`src/rtl/core/slps_pkg.sv`:
```
`default_nettype none

package slps_pkg;

    localparam int unsigned MAX_FRAMES = 16384;
    localparam int unsigned TALLY_MAX  = 32767;
    localparam int unsigned FRAME_CAP  = (MAX_FRAMES < TALLY_MAX) ? MAX_FRAMES : TALLY_MAX;
    localparam int unsigned TALLY_W    = 15;
    localparam int unsigned SUM_W      = 30;
    localparam int unsigned TOTAL_W    = SUM_W + 1;
    localparam int unsigned DIV_STEPS  = TOTAL_W;
    localparam int unsigned STEP_W     = $clog2(DIV_STEPS);

    localparam logic [1:0] GRP_ALL  = 2'd0;
    localparam logic [1:0] GRP_EVEN = 2'd1;
    localparam logic [1:0] GRP_ODD  = 2'd2;

    typedef struct packed {
        logic [TALLY_W-1:0] tally;
        logic signed [15:0] minv;
        logic signed [15:0] maxv;
        logic [SUM_W-1:0]   sum;
    } lane_stat_t;

    typedef struct packed {
        logic [15:0]        count;
        logic signed [15:0] minv;
        logic signed [15:0] maxv;
        logic [TOTAL_W-1:0] sum;
        logic [15:0]        peak;
    } grp_stat_t;

    typedef enum logic [2:0] {
        ST_IDLE,
        ST_SNAP,
        ST_START,
        ST_DIV,
        ST_LOAD
    } seq_state_t;

    function automatic logic [15:0] mag16(input logic signed [15:0] v);
        mag16 = v[15] ? 16'(-v) : 16'(v);
    endfunction

endpackage

`default_nettype wire

```
`src/rtl/core/slps_lane.sv`:
```
`default_nettype none

module slps_lane (
    input  wire logic               clk,
    input  wire logic               rst_n,
    input  wire logic               take,
    input  wire logic               clear,
    input  wire logic signed [15:0] sample,
    output slps_pkg::lane_stat_t    stat
);
    import slps_pkg::*;

    lane_stat_t stat_reg;
    lane_stat_t stat_next;

    always_comb
    begin
        stat_next = stat_reg;
        if (clear)
        begin
            stat_next = '0;
        end
        else if (take)
        begin
            if (stat_reg.tally == '0)
            begin
                stat_next.minv = sample;
                stat_next.maxv = sample;
            end
            else
            begin
                if (sample < stat_reg.minv)
                begin
                    stat_next.minv = sample;
                end
                if (sample > stat_reg.maxv)
                begin
                    stat_next.maxv = sample;
                end
            end
            stat_next.sum   = stat_reg.sum + SUM_W'(mag16(sample));
            stat_next.tally = stat_reg.tally + TALLY_W'(1);
        end
    end

    always_ff @(posedge clk or negedge rst_n)
    begin
        if (!rst_n)
        begin
            stat_reg <= '0;
        end
        else
        begin
            stat_reg <= stat_next;
        end
    end

    assign stat = stat_reg;

endmodule

`default_nettype wire

```
`src/rtl/core/slps_merge.sv`:
```
`default_nettype none

module slps_merge (
    input  wire logic                 clk,
    input  wire logic                 capture,
    input  wire slps_pkg::lane_stat_t even_stat,
    input  wire slps_pkg::lane_stat_t odd_stat,
    output slps_pkg::grp_stat_t       all_grp,
    output slps_pkg::grp_stat_t       even_grp,
    output slps_pkg::grp_stat_t       odd_grp
);
    import slps_pkg::*;

    grp_stat_t all_reg;
    grp_stat_t even_reg;
    grp_stat_t odd_reg;
    grp_stat_t all_next;
    grp_stat_t even_next;
    grp_stat_t odd_next;

    function automatic grp_stat_t finish(input grp_stat_t g);
        grp_stat_t r;
        logic [15:0] mn;
        logic [15:0] mx;
        r  = g;
        mn = mag16(g.minv);
        mx = mag16(g.maxv);
        if (g.count == '0)
        begin
            r.minv = '0;
            r.maxv = '0;
            r.peak = '0;
        end
        else
        begin
            r.peak = (mn > mx) ? mn : mx;
        end
        finish = r;
    endfunction

    always_comb
    begin
        grp_stat_t a;
        grp_stat_t e;
        grp_stat_t o;

        e.count = 16'(even_stat.tally);
        e.minv  = even_stat.minv;
        e.maxv  = even_stat.maxv;
        e.sum   = TOTAL_W'(even_stat.sum);
        e.peak  = '0;

        o.count = 16'(odd_stat.tally);
        o.minv  = odd_stat.minv;
        o.maxv  = odd_stat.maxv;
        o.sum   = TOTAL_W'(odd_stat.sum);
        o.peak  = '0;

        a.count = e.count + o.count;
        a.sum   = e.sum + o.sum;
        a.peak  = '0;
        if (even_stat.tally == '0)
        begin
            a.minv = o.minv;
            a.maxv = o.maxv;
        end
        else if (odd_stat.tally == '0)
        begin
            a.minv = e.minv;
            a.maxv = e.maxv;
        end
        else
        begin
            a.minv = (e.minv < o.minv) ? e.minv : o.minv;
            a.maxv = (e.maxv > o.maxv) ? e.maxv : o.maxv;
        end

        all_next  = finish(a);
        even_next = finish(e);
        odd_next  = finish(o);
    end

    always_ff @(posedge clk)
    begin
        if (capture)
        begin
            all_reg  <= all_next;
            even_reg <= even_next;
            odd_reg  <= odd_next;
        end
    end

    assign all_grp  = all_reg;
    assign even_grp = even_reg;
    assign odd_grp  = odd_reg;

endmodule

`default_nettype wire

```
`src/rtl/core/slps_div.sv`:
```
`default_nettype none

module slps_div (
    input  wire logic                            clk,
    input  wire logic                            rst_n,
    input  wire logic                            start,
    input  wire logic [slps_pkg::TOTAL_W-1:0]    dividend,
    input  wire logic [15:0]                     divisor,
    output logic                                 done,
    output logic [15:0]                          quotient
);
    import slps_pkg::*;

    logic [TOTAL_W-1:0] dq_reg;
    logic [15:0]        rem_reg;
    logic [15:0]        dvs_reg;
    logic [STEP_W-1:0]  step_reg;
    logic               run_reg;
    logic               done_reg;
    logic [16:0]        trial;
    logic               qbit;

    // one quotient bit per cycle, restoring
    assign trial = {rem_reg, dq_reg[TOTAL_W-1]};
    assign qbit  = (trial >= {1'b0, dvs_reg});

    always_ff @(posedge clk or negedge rst_n)
    begin
        if (!rst_n)
        begin
            run_reg  <= 1'b0;
            done_reg <= 1'b0;
            step_reg <= '0;
        end
        else
        begin
            done_reg <= 1'b0;
            if (start)
            begin
                run_reg  <= 1'b1;
                step_reg <= '0;
            end
            else if (run_reg)
            begin
                step_reg <= step_reg + STEP_W'(1);
                if (step_reg == STEP_W'(DIV_STEPS - 1))
                begin
                    run_reg  <= 1'b0;
                    done_reg <= 1'b1;
                end
            end
        end
    end

    always_ff @(posedge clk)
    begin
        if (start)
        begin
            dq_reg  <= dividend;
            rem_reg <= '0;
            dvs_reg <= divisor;
        end
        else if (run_reg)
        begin
            dq_reg  <= {dq_reg[TOTAL_W-2:0], qbit};
            rem_reg <= qbit ? 16'(trial - {1'b0, dvs_reg}) : trial[15:0];
        end
    end

    assign done     = done_reg;
    assign quotient = dq_reg[15:0];

endmodule

`default_nettype wire

```
`src/rtl/core/stereo_pcm_level_stats_top.sv`:
```
`default_nettype none

// Stereo level meter. Each input item is one stereo frame; while a block is
// being gathered a frame is taken every cycle, the left sample in the even
// lane and the right sample (when present) in the odd lane. The frame marked
// tlast closes the block: three result items follow (all, even, odd samples)
// and frames are held off until the last of them is loaded, since the mean of
// each group goes in turn through one shared 31-step serial divider (the block
// is latched first, then each group has a division and a load that waits while
// the previous result is not taken). Once 16384 left samples have been gathered,
// further frames are dropped until tlast. An empty group reports all zeros.

module stereo_pcm_level_stats_top (
    input  wire logic        clk,
    input  wire logic        rst_n,
    input  wire logic        s_axis_tvalid,
    output logic             s_axis_tready,
    input  wire logic [39:0] s_axis_tdata,   // left_sample, right_sample, right_present
    input  wire logic        s_axis_tlast,   // last_frame
    output logic             m_axis_tvalid,
    input  wire logic        m_axis_tready,
    output logic [79:0]      m_axis_tdata,   // count, min_value, max_value,
                                             // mean_abs, peak_abs
    output logic [1:0]       m_axis_tuser,   // group
    output logic             m_axis_tlast    // last_of_run
);
    import slps_pkg::*;

    seq_state_t  state_reg;
    seq_state_t  state_next;
    logic [1:0]  grp_reg;
    logic        m_valid_reg;
    logic [79:0] out_data_reg;
    logic [1:0]  out_user_reg;
    logic        out_last_reg;

    logic        in_acc;
    logic        full;
    logic        lane_clear;
    logic        capture;
    logic        div_start;
    logic        div_done;
    logic        out_load;
    logic [15:0] quotient;
    logic [15:0] mean;

    lane_stat_t  even_stat;
    lane_stat_t  odd_stat;
    grp_stat_t   all_grp;
    grp_stat_t   even_grp;
    grp_stat_t   odd_grp;
    grp_stat_t   sel_grp;

    assign in_acc = s_axis_tvalid && s_axis_tready;
    assign full   = (even_stat.tally >= TALLY_W'(FRAME_CAP));

    slps_lane u_even (
        .clk    (clk),
        .rst_n  (rst_n),
        .take   (in_acc && !full),
        .clear  (lane_clear),
        .sample (s_axis_tdata[15:0]),
        .stat   (even_stat)
    );

    slps_lane u_odd (
        .clk    (clk),
        .rst_n  (rst_n),
        .take   (in_acc && !full && s_axis_tdata[32]),
        .clear  (lane_clear),
        .sample (s_axis_tdata[31:16]),
        .stat   (odd_stat)
    );

    slps_merge u_merge (
        .clk       (clk),
        .capture   (capture),
        .even_stat (even_stat),
        .odd_stat  (odd_stat),
        .all_grp   (all_grp),
        .even_grp  (even_grp),
        .odd_grp   (odd_grp)
    );

    always_comb
    begin
        case (grp_reg)
            GRP_ALL:  sel_grp = all_grp;
            GRP_EVEN: sel_grp = even_grp;
            default:  sel_grp = odd_grp;
        endcase
    end

    slps_div u_div (
        .clk      (clk),
        .rst_n    (rst_n),
        .start    (div_start),
        .dividend (sel_grp.sum),
        .divisor  (sel_grp.count),
        .done     (div_done),
        .quotient (quotient)
    );

    assign mean = (sel_grp.count == '0) ? 16'd0 : quotient;

    always_comb
    begin
        state_next    = state_reg;
        s_axis_tready = 1'b0;
        lane_clear    = 1'b0;
        capture       = 1'b0;
        div_start     = 1'b0;
        out_load      = 1'b0;
        case (state_reg)
            ST_IDLE:
            begin
                s_axis_tready = 1'b1;
                if (in_acc && s_axis_tlast)
                begin
                    state_next = ST_SNAP;
                end
            end
            ST_SNAP:
            begin
                capture    = 1'b1;
                lane_clear = 1'b1;
                state_next = ST_START;
            end
            ST_START:
            begin
                div_start  = 1'b1;
                state_next = ST_DIV;
            end
            ST_DIV:
            begin
                if (div_done)
                begin
                    state_next = ST_LOAD;
                end
            end
            ST_LOAD:
            begin
                if (!m_valid_reg || m_axis_tready)
                begin
                    out_load   = 1'b1;
                    state_next = (grp_reg == GRP_ODD) ? ST_IDLE : ST_START;
                end
            end
            default:
            begin
                state_next = ST_IDLE;
            end
        endcase
    end

    always_ff @(posedge clk or negedge rst_n)
    begin
        if (!rst_n)
        begin
            state_reg   <= ST_IDLE;
            grp_reg     <= GRP_ALL;
            m_valid_reg <= 1'b0;
        end
        else
        begin
            state_reg <= state_next;
            if (out_load)
            begin
                m_valid_reg <= 1'b1;
                grp_reg     <= (grp_reg == GRP_ODD) ? GRP_ALL : grp_reg + 2'd1;
            end
            else if (m_axis_tready)
            begin
                m_valid_reg <= 1'b0;
            end
        end
    end

    always_ff @(posedge clk)
    begin
        if (out_load)
        begin
            out_data_reg <= {sel_grp.peak, mean, sel_grp.maxv, sel_grp.minv, sel_grp.count};
            out_user_reg <= grp_reg;
            out_last_reg <= (grp_reg == GRP_ODD);
        end
    end

    assign m_axis_tvalid = m_valid_reg;
    assign m_axis_tdata  = out_data_reg;
    assign m_axis_tuser  = out_user_reg;
    assign m_axis_tlast  = out_last_reg;

endmodule

`default_nettype wire
```
`config.mk`:
```
export PLATFORM = sky130hd
export DESIGN_NAME = stereo_pcm_level_stats_top
export DESIGN_NICKNAME = d
export VERILOG_FILES = /design/src/rtl/core/slps_pkg.sv /design/src/rtl/core/slps_lane.sv /design/src/rtl/core/slps_merge.sv /design/src/rtl/core/slps_div.sv /design/src/rtl/core/stereo_pcm_level_stats_top.sv
export SDC_FILE = /design/constraint.sdc
export NUM_CORES = 1
export LEC_CHECK = 0
export BUFFER_PORTS_ARGS = -buffer_cell sky130_fd_sc_hd__buf_2
export CAP_MARGIN = 20
export CORE_MARGIN = 2
export CORE_UTILIZATION = 60
export CTS_CLUSTER_DIAMETER = 60
export DETAILED_ROUTE_END_ITERATION = 10
export GPL_ROUTABILITY_DRIVEN = 0
export PLACE_DENSITY = 0.79
export REMOVE_ABC_BUFFERS = 1
export SYNTH_ARGS = -nofsm -noshare
export SYNTH_HDL_FRONTEND = slang
export SYNTH_SLANG_ARGS = --single-unit
```
`constraint.sdc`:
```
create_clock -name clk -period 12.63 [get_ports clk]
set_input_delay 2.526 -clock clk [delete_from_list [all_inputs] [get_ports clk]]
set_output_delay 2.526 -clock clk [all_outputs]
set_load 0.02 [all_outputs]
```
==> results of run 1 <==
Yosys cell counts (14+ instances only):
cell,instances,area (um2)
edfxtp_1,411,12340
nor2_1,298,1119
nand2_1,277,1040
o21ai_0,270,1351
ha_1,248,3103
a21oi_1,207,1036
dfrtp_1,167,4179
xnor2_1,161,1410
mux2i_1,155,1551
inv_1,145,544.3
nand3_1,143,715.7
clkbuf_1,117,439.2
o31ai_1,66,495.5
xor2_1,57,499.2
nor3_1,54,270.3
a21o_1,51,382.9
nand4_1,49,306.5
nor2b_1,38,237.7
nand2b_1,37,231.5
o21a_1,29,217.7
a211oi_1,28,210.2
or3_1,24,150.1
and3_1,23,143.9
nor4_1,17,106.4
dfxtp_1,16,320.3
buf_2,15,75.07
a31oi_1,14,87.58
power groups by stage:
stage / Clock, mW / Combinational [mW] / Sequential, mW
6_report: 2.01 / 4.27 / 2.84
5_1_grt: 2.10 / 4.63 / 2.87
4_1_cts: 2.03 / 4.10 / 2.82
3_5_place_dp: 0 / 4.07 / 2.86
3_3_place_gp: 0 / 3.88 / 2.84
2_1_floorplan: 0 / 2.91 / 2.80
routing by layer:
| layer | GRT usage (%) | routed length (um) | vias to the layer above |
|---|---|---|---|
| li1 | - | - | 12260 |
| met1 | 39.74 | 35720 | 12800 |
| met2 | 49.77 | 42280 | 1380 |
| met3 | 5.529 | 7661 | 372 |
| met4 | 17.86 | 5870 | 0 |
| met5 | 0 | 0 | - |
path summary, 6_finish.rpt:
kind	startpoint	to	cells after the start
max in group asynchronous	rst_n	grp_reg[0]	2
worst min register to register	u_div.rem_reg[15]	u_div.rem_reg[15]	2
worst max register to register	u_odd.stat[45]	u_merge.all_grp[0]	19
min in group asynchronous	rst_n	u_odd.stat[2]	1
worst max-delay path	u_odd.stat[45]	u_merge.all_grp[0]	19
worst min-delay path	u_div.rem_reg[15]	u_div.rem_reg[15]	2
worst register-to-register path, stage by stage (launching register included):
cell and delay [ns]:
dfrtp_1 0.79, clkinv_1 0.54, ha_1 0.49, nand3_1 0.10, or3_1 0.39, a211o_1 0.32, a31oi_4 0.39, buf_4 0.50
mux2i_1 0.89, nand2_1 0.19, o21ai_0 0.17, ha_1 0.30, nor2b_1 0.13, o21ai_0 0.16, a21oi_1 0.09, a2111oi_0 0.60
o221a_2 0.29, o211a_1 0.57, inv_1 0.45, a211oi_1 0.46
cell type report:
class                   count  share of cell area (%)
multi-input cells        2425                   43.06
well taps                 756                   2.503
repair buffers            152                   2.334
diodes                      2                 0.01324
flip-flops and latches    594                   44.58
inverters                 150                   1.516
clock buffers              88                   5.029
clock inverters            32                  0.9667
per-stage QoR:
stage	std cells	setup WS, ns	cell area (um2)
after global routing	4197	4.367	37790
final	4199	4.583	37790
after detailed placement	4073	4.693	35470
after CTS	4193	4.671	37740
after global placement	4071	4.857	35450
after floorplan	3169	3.570	33650
kinds of logic (layout without fill, tap and decap cells):
logic type	after synthesis	in the layout	synth area share, %
adder cells (fa/ha/maj)	253	253	9.362
AND/OR/NAND/NOR	1027	1027	14.14
multiplexers	168	168	4.963
XOR/XNOR	218	218	5.581
flip-flops	594	594	49.22
other	0	2	0
buffers and inverters	295	422	3.291
AO/OA/AOI/OAI	759	759	13.44
==> results.cfg, run 1 <==
[timing]
fin_crit_sh_pct = 63.72
setup-violations-final = 0
rsz0062_at_grt = no
hold_ws_ns = 0.4686
post-route-min-period_ns = 8.047
slew_violations = 0
finClkSkew_ns = 0.01398
worst_pin_slew_ns = 1.122
hold_viol_final = 0
fmax_mhz = 124.3
tns_ns = 0
maxSlewHeadroom_pct = 25.22

[setup_path]
worst-path-buf-inv = 3
cp.arrival_ns = 8.42
cp-end-kind = flip-flop
crit_path_cell_trace = clkinv_1 > ha_1 > nand3_1 > or3_1 > a211o_1 > a31oi_4 > buf_4 > mux2i_1 > nand2_1 > o21ai_0 > ha_1 > nor2b_1 > o21ai_0 > a21oi_1 > a2111oi_0 > o221a_2 > o211a_1 > inv_1 > a211oi_1
rrSetupSlack_ns = 4.58
required_ns = 13.00
path_class = flip-flop to flip-flop
crit_family = compound AO/OA/AOI/OAI gates
cp_slowest_cell = mux2i_1
start_kind = flip-flop
max_stage_delay_ns = 0.89
worstPathMaxFanout = 36

[drt]
final_antenna_net_count = 0
drt_iter0_drc = 3051
drt_first_pass_iters = 7
wirelength_um = 91540
drcViolationCount = 0
drt-vias-per-instance = 6.385
vias = 26810
routedWlPerCell_um = 21.80

[clock_tree]
cts.sinks = 594
clkLatencyLatePin_ns = 0.61
cts_resized = 0
cts_tree = yes
clk_path_buf_depth = 3
cts_setup_buffers = 0
cts_buffers = 66
cts_hold_buf = 0
htree_levels = 3
clk_pin_slew_worst_paths_ns = 0.06
cts-root-buf = clkbuf_16

[die]
coreArea_um2 = 56390
die_h_um = 242.8
ios = 130
dieArea_um2 = 58950
initial_core_util_pct = 60.68
rows = 87
chipWidth_um = 242.8

[job]
cap_viol_max_count = 0

[power]
total_power_mw = 9.113
vdd_drop_max_uv = 190.3
power_frac_seq_pct = 31.1
switching_power_mw = 3.836
p_comb_share_pct = 46.9
p_int_mw = 5.276
leakage_nw = 14.93
clkPwrFrac_pct = 22.0
power_density_nw_per_um2 = 241.1
switching_share_pct = 42.10

[grt]
grt_pass1_wl_um = 144200
grt_start_max_net_pins = 178
grt.overflow.total = 0
grtUsageTotal_pct = 31.01
antenna_found_initial = 2
grt_pass1_vias = 26370

[synth]
yosysWarnings = 0
ys_seq_area_share_pct = 49.22
async_flop_share_pct = 28.11
synth_area_per_cell_um2 = 10.32
syn-instance-count = 3314
synth_edf_count = 411
synth_ff_type = edfxtp_1
yosys_register_bits = 594
synthDistinctLibCells = 78
synthesis.area_um2 = 34210

[final_layout]
nets = 3687
area_growth_pct = 10.46
seqCellArea_um2 = 16850
final_common_cell = edfxtp_1
final_cell_mix = edfxtp_1 (411), nor2_1 (298), nand2_1 (277)
largest_register_ffs = 95
final_core_util_pct = 67.02
fill_cells = 4219
drive_above_1_share_pct = 8.660
multi_input_area_um2 = 16270

[worst_hold_path]
hold_path_class = flip-flop to flip-flop

[placed_design]
dpl.hpwl_um = 63990
io_buffers = 122

[outcome]
status = complete, no violations
Note: power is estimated with default switching activity, not from simulation.
==> run 2: changes to the inputs <==
--- a/config.mk
+++ b/config.mk
@@ -5,14 +5,15 @@
 export SDC_FILE = /design/constraint.sdc
 export NUM_CORES = 1
 export LEC_CHECK = 0
+export ABC_AREA = 1
 export BUFFER_PORTS_ARGS = -buffer_cell sky130_fd_sc_hd__buf_2
 export CAP_MARGIN = 20
 export CORE_MARGIN = 2
-export CORE_UTILIZATION = 60
+export CORE_UTILIZATION = 57
 export CTS_CLUSTER_DIAMETER = 60
 export DETAILED_ROUTE_END_ITERATION = 10
 export GPL_ROUTABILITY_DRIVEN = 0
-export PLACE_DENSITY = 0.79
+export PLACE_DENSITY = 0.78
 export REMOVE_ABC_BUFFERS = 1
 export SYNTH_ARGS = -nofsm -noshare
 export SYNTH_HDL_FRONTEND = slang
==> constraint.sdc (replaced) <==
create_clock -name clk -period 6.8 [get_ports clk]
set_input_delay 1.36 -clock clk [delete_from_list [all_inputs] [get_ports clk]]
set_output_delay 1.36 -clock clk [all_outputs]
set_load 0.02 [all_outputs]
==> run 2 against run 1 <==
Net effect:
- power fell by 15%
- sequential share of layout area rose by 0.17 points
- clock power rose by 80%
- fmax rose by 33%
- first-iteration DRC count rose by 5.1%
- utilization fell by 3.2 points
- cell count rose by 12%
- design area fell by 0.40%
- clock-buffer cell count fell by 13
- hold slack improved by 0.0031 ns
- sequential power rose by 36%
- sequential cell count did not move
- largest cell class unchanged
==> results.cfg, run 2 <==
[outcome]
status = complete, no violations

[power]
p_int_mw = 6.023
power_density_nw_per_um2 = 206.3
total_power_mw = 7.767
power_frac_seq_pct = 49.6
p_comb_share_pct = 3.9
vdd_drop_max_uv = 195.4
switching_share_pct = 22.46
clkPwrFrac_pct = 46.6
leakage_nw = 16.24
switching_power_mw = 1.744

[synth]
syn-instance-count = 3768
yosysWarnings = 0
synth_area_per_cell_um2 = 9.030
ys_top_cells_by_area = edfxtp_1 (36%), dfrtp_1 (12%), nand2_1 (9.4%)
synth_edf_count = 411
synthesis.area_um2 = 34030
ys_seq_area_share_pct = 49.49
synth_top_area_cell = edfxtp_1
yosysMostFrequentCell = nand2_1
synth_ff_type = edfxtp_1
synth_top_area_share_pct = 36.27
yosys_register_bits = 594
synthDistinctLibCells = 66
ys_top_cells_by_count = nand2_1 (848), edfxtp_1 (411), inv_1 (393)
async_flop_share_pct = 28.11

[grt]
grt.overflow.total = 0
grt_start_max_net_pins = 141
grtUsageTotal_pct = 30.46
antenna_found_initial = 4
grt_pass1_wl_um = 144200
grt_pass1_vias = 25930

[drt]
drt_first_pass_iters = 6
drt-vias-per-instance = 5.936
vias = 27900
final_antenna_net_count = 0
drt_iter0_drc = 3208
wirelength_um = 93590
routedWlPerCell_um = 19.92
drcViolationCount = 0

[job]
cap_viol_max_count = 0

[setup_path]
max_stage_delay_ns = 0.71
worstPathMaxFanout = 24
cpMostUsedCell = nor2_1
path_class = flip-flop to flip-flop
rrSetupSlack_ns = 0.76
start_kind = flip-flop
required_ns = 7.15
cp_slowest_cell = o21ai_2
cp-end-kind = flip-flop
cp.arrival_ns = 6.39

[timing]
worst_pin_slew_ns = 1.127
rsz0062_at_grt = no
slew_violations = 0
setup-violations-final = 0
maxSlewHeadroom_pct = 24.67
fin_crit_sh_pct = 88.83
fmax_mhz = 165.5
setup_ws_ns = 0.7595
post-route-min-period_ns = 6.041
hold_viol_final = 0
finClkSkew_ns = 0.01993

[die]
ios = 130
rows = 89
die_h_um = 248.3
initial_core_util_pct = 57.65
chipWidth_um = 248.3
dieArea_um2 = 61670
coreArea_um2 = 59020

[clock_tree]
clk_pin_slew_worst_paths_ns = 0.06
cts_resized = 0
cts-root-buf = clkbuf_16
clk_path_buf_depth = 3
cts_tree = yes
cts_setup_buffers = 0
clkLatencyLatePin_ns = 0.62
cts.sinks = 594
cts_buffers = 66
htree_levels = 3
cts_hold_buf = 0

[final_layout]
final_common_cell = nand2_1
final_cell_mix = nand2_1 (848), edfxtp_1 (411), inv_1 (392)
drive_above_1_share_pct = 8.945
layout.cells.non_filler = 4699
area_growth_pct = 10.63
nets = 4172
largest_register_ffs = 95
final_cell_area_um2 = 37640
final_core_util_pct = 63.78

[worst_hold_path]
hold_path_class = flip-flop to flip-flop

[placed_design]
io_buffers = 122
post-place-cells = 4576
pre_cts_ws_ns = 1.058
dpl.hpwl_um = 66950
placed_cell_area_um2 = 35390
## run 2: changes by cell type in the layout (fill, tap and decap cells not counted), moves of 49 or more
cell,delta
a21oi_1,+55
o21ai_0,-53
inv_1,+250
xor2_1,+65
mux2i_1,-155
nand2_1,+571
o31ai_1,-49
xnor2_1,-129
## run 2: per-stage QoR
step | hold slack, ns | setup TNS (ns)
6_report | 0.4717 | 0
3_3_place_gp | 0.4563 | 0
4_1_cts | 0.4726 | 0
2_1_floorplan | 0.4291 | -8140.73
3_5_place_dp | 0.4562 | 0
5_1_grt | 0.4910 | 0
## run 2: power groups by stage
stage	registers (mW)	logic, mW	clock network [mW]
3_5_place_dp	3.92	0.290	0
2_1_floorplan	3.92	0.176	0
4_1_cts	3.85	0.293	3.65
3_3_place_gp	3.92	0.282	0
6_report	3.85	0.301	3.62
5_1_grt	3.85	0.333	3.79
## run 2: cells by family (layout without fill, tap and decap cells)
| group | after synthesis | after routing | share of synthesized area [%] |
|---|---|---|---|
| adders and majority gates | 253 | 253 | 9.414 |
| and+or+nand+nor | 1556 | 1556 | 19.46 |
| other | 0 | 2 | 0 |
| DFF | 594 | 594 | 49.49 |
| AOI/OAI and AO/OA | 683 | 683 | 11.55 |
| xor gates and xnor gates | 155 | 155 | 4.012 |
| buffers and inverters | 527 | 683 | 6.071 |
## run 2: routing by layer
| layer | global-route usage, % | up-vias | wire, um |
|---|---|---|---|
| met4 | 12.32 | 6 | 3403 |
| met1 | 42.92 | 13110 | 38600 |
| li1 | - | 13110 | - |
| met2 | 46.04 | 1454 | 41230 |
| met3 | 6.453 | 211 | 10330 |
| met5 | 0 | - | 30 |
## run 2: cell type report
| class | count | area [um2] |
|---|---|---|
| diodes | 2 | 5.005 |
| clock buffers | 75 | 1738 |
| clock inverters | 43 | 436.7 |
| fillers | 4701 | 21380 |
| inverters | 413 | 1550 |
| multi-input cells | 2647 | 15180 |
| flip-flops and latches | 594 | 16840 |
| well taps | 773 | 967.2 |
| repair buffers | 152 | 923.4 |
## run 2: worst max-delay path, delay by kind of cell (launching register included)
| family | cells | cell delay (ns) |
|---|---|---|
| DFF | 1 | 0.64 |
| AOI/OAI and AO/OA | 7 | 1.70 |
| buffers and inverters | 6 | 1.16 |
| xor gates and xnor gates | 1 | 0.20 |
| and+or+nand+nor | 10 | 1.42 |
| adders and majority gates | 2 | 0.62 |
## run 2: worst paths after layout
check / startpoint / to / cells after the start
max: u_odd.stat[61] / u_merge.all_grp[5] / 26
min: u_div.rem_reg[7] / u_div.rem_reg[7] / 2
max reg2reg: u_odd.stat[61] / u_merge.all_grp[5] / 26
min reg2reg: u_div.rem_reg[7] / u_div.rem_reg[7] / 2
max in group asynchronous: rst_n / u_even.stat[55] / 3
min in group asynchronous: rst_n / u_odd.stat[15] / 1
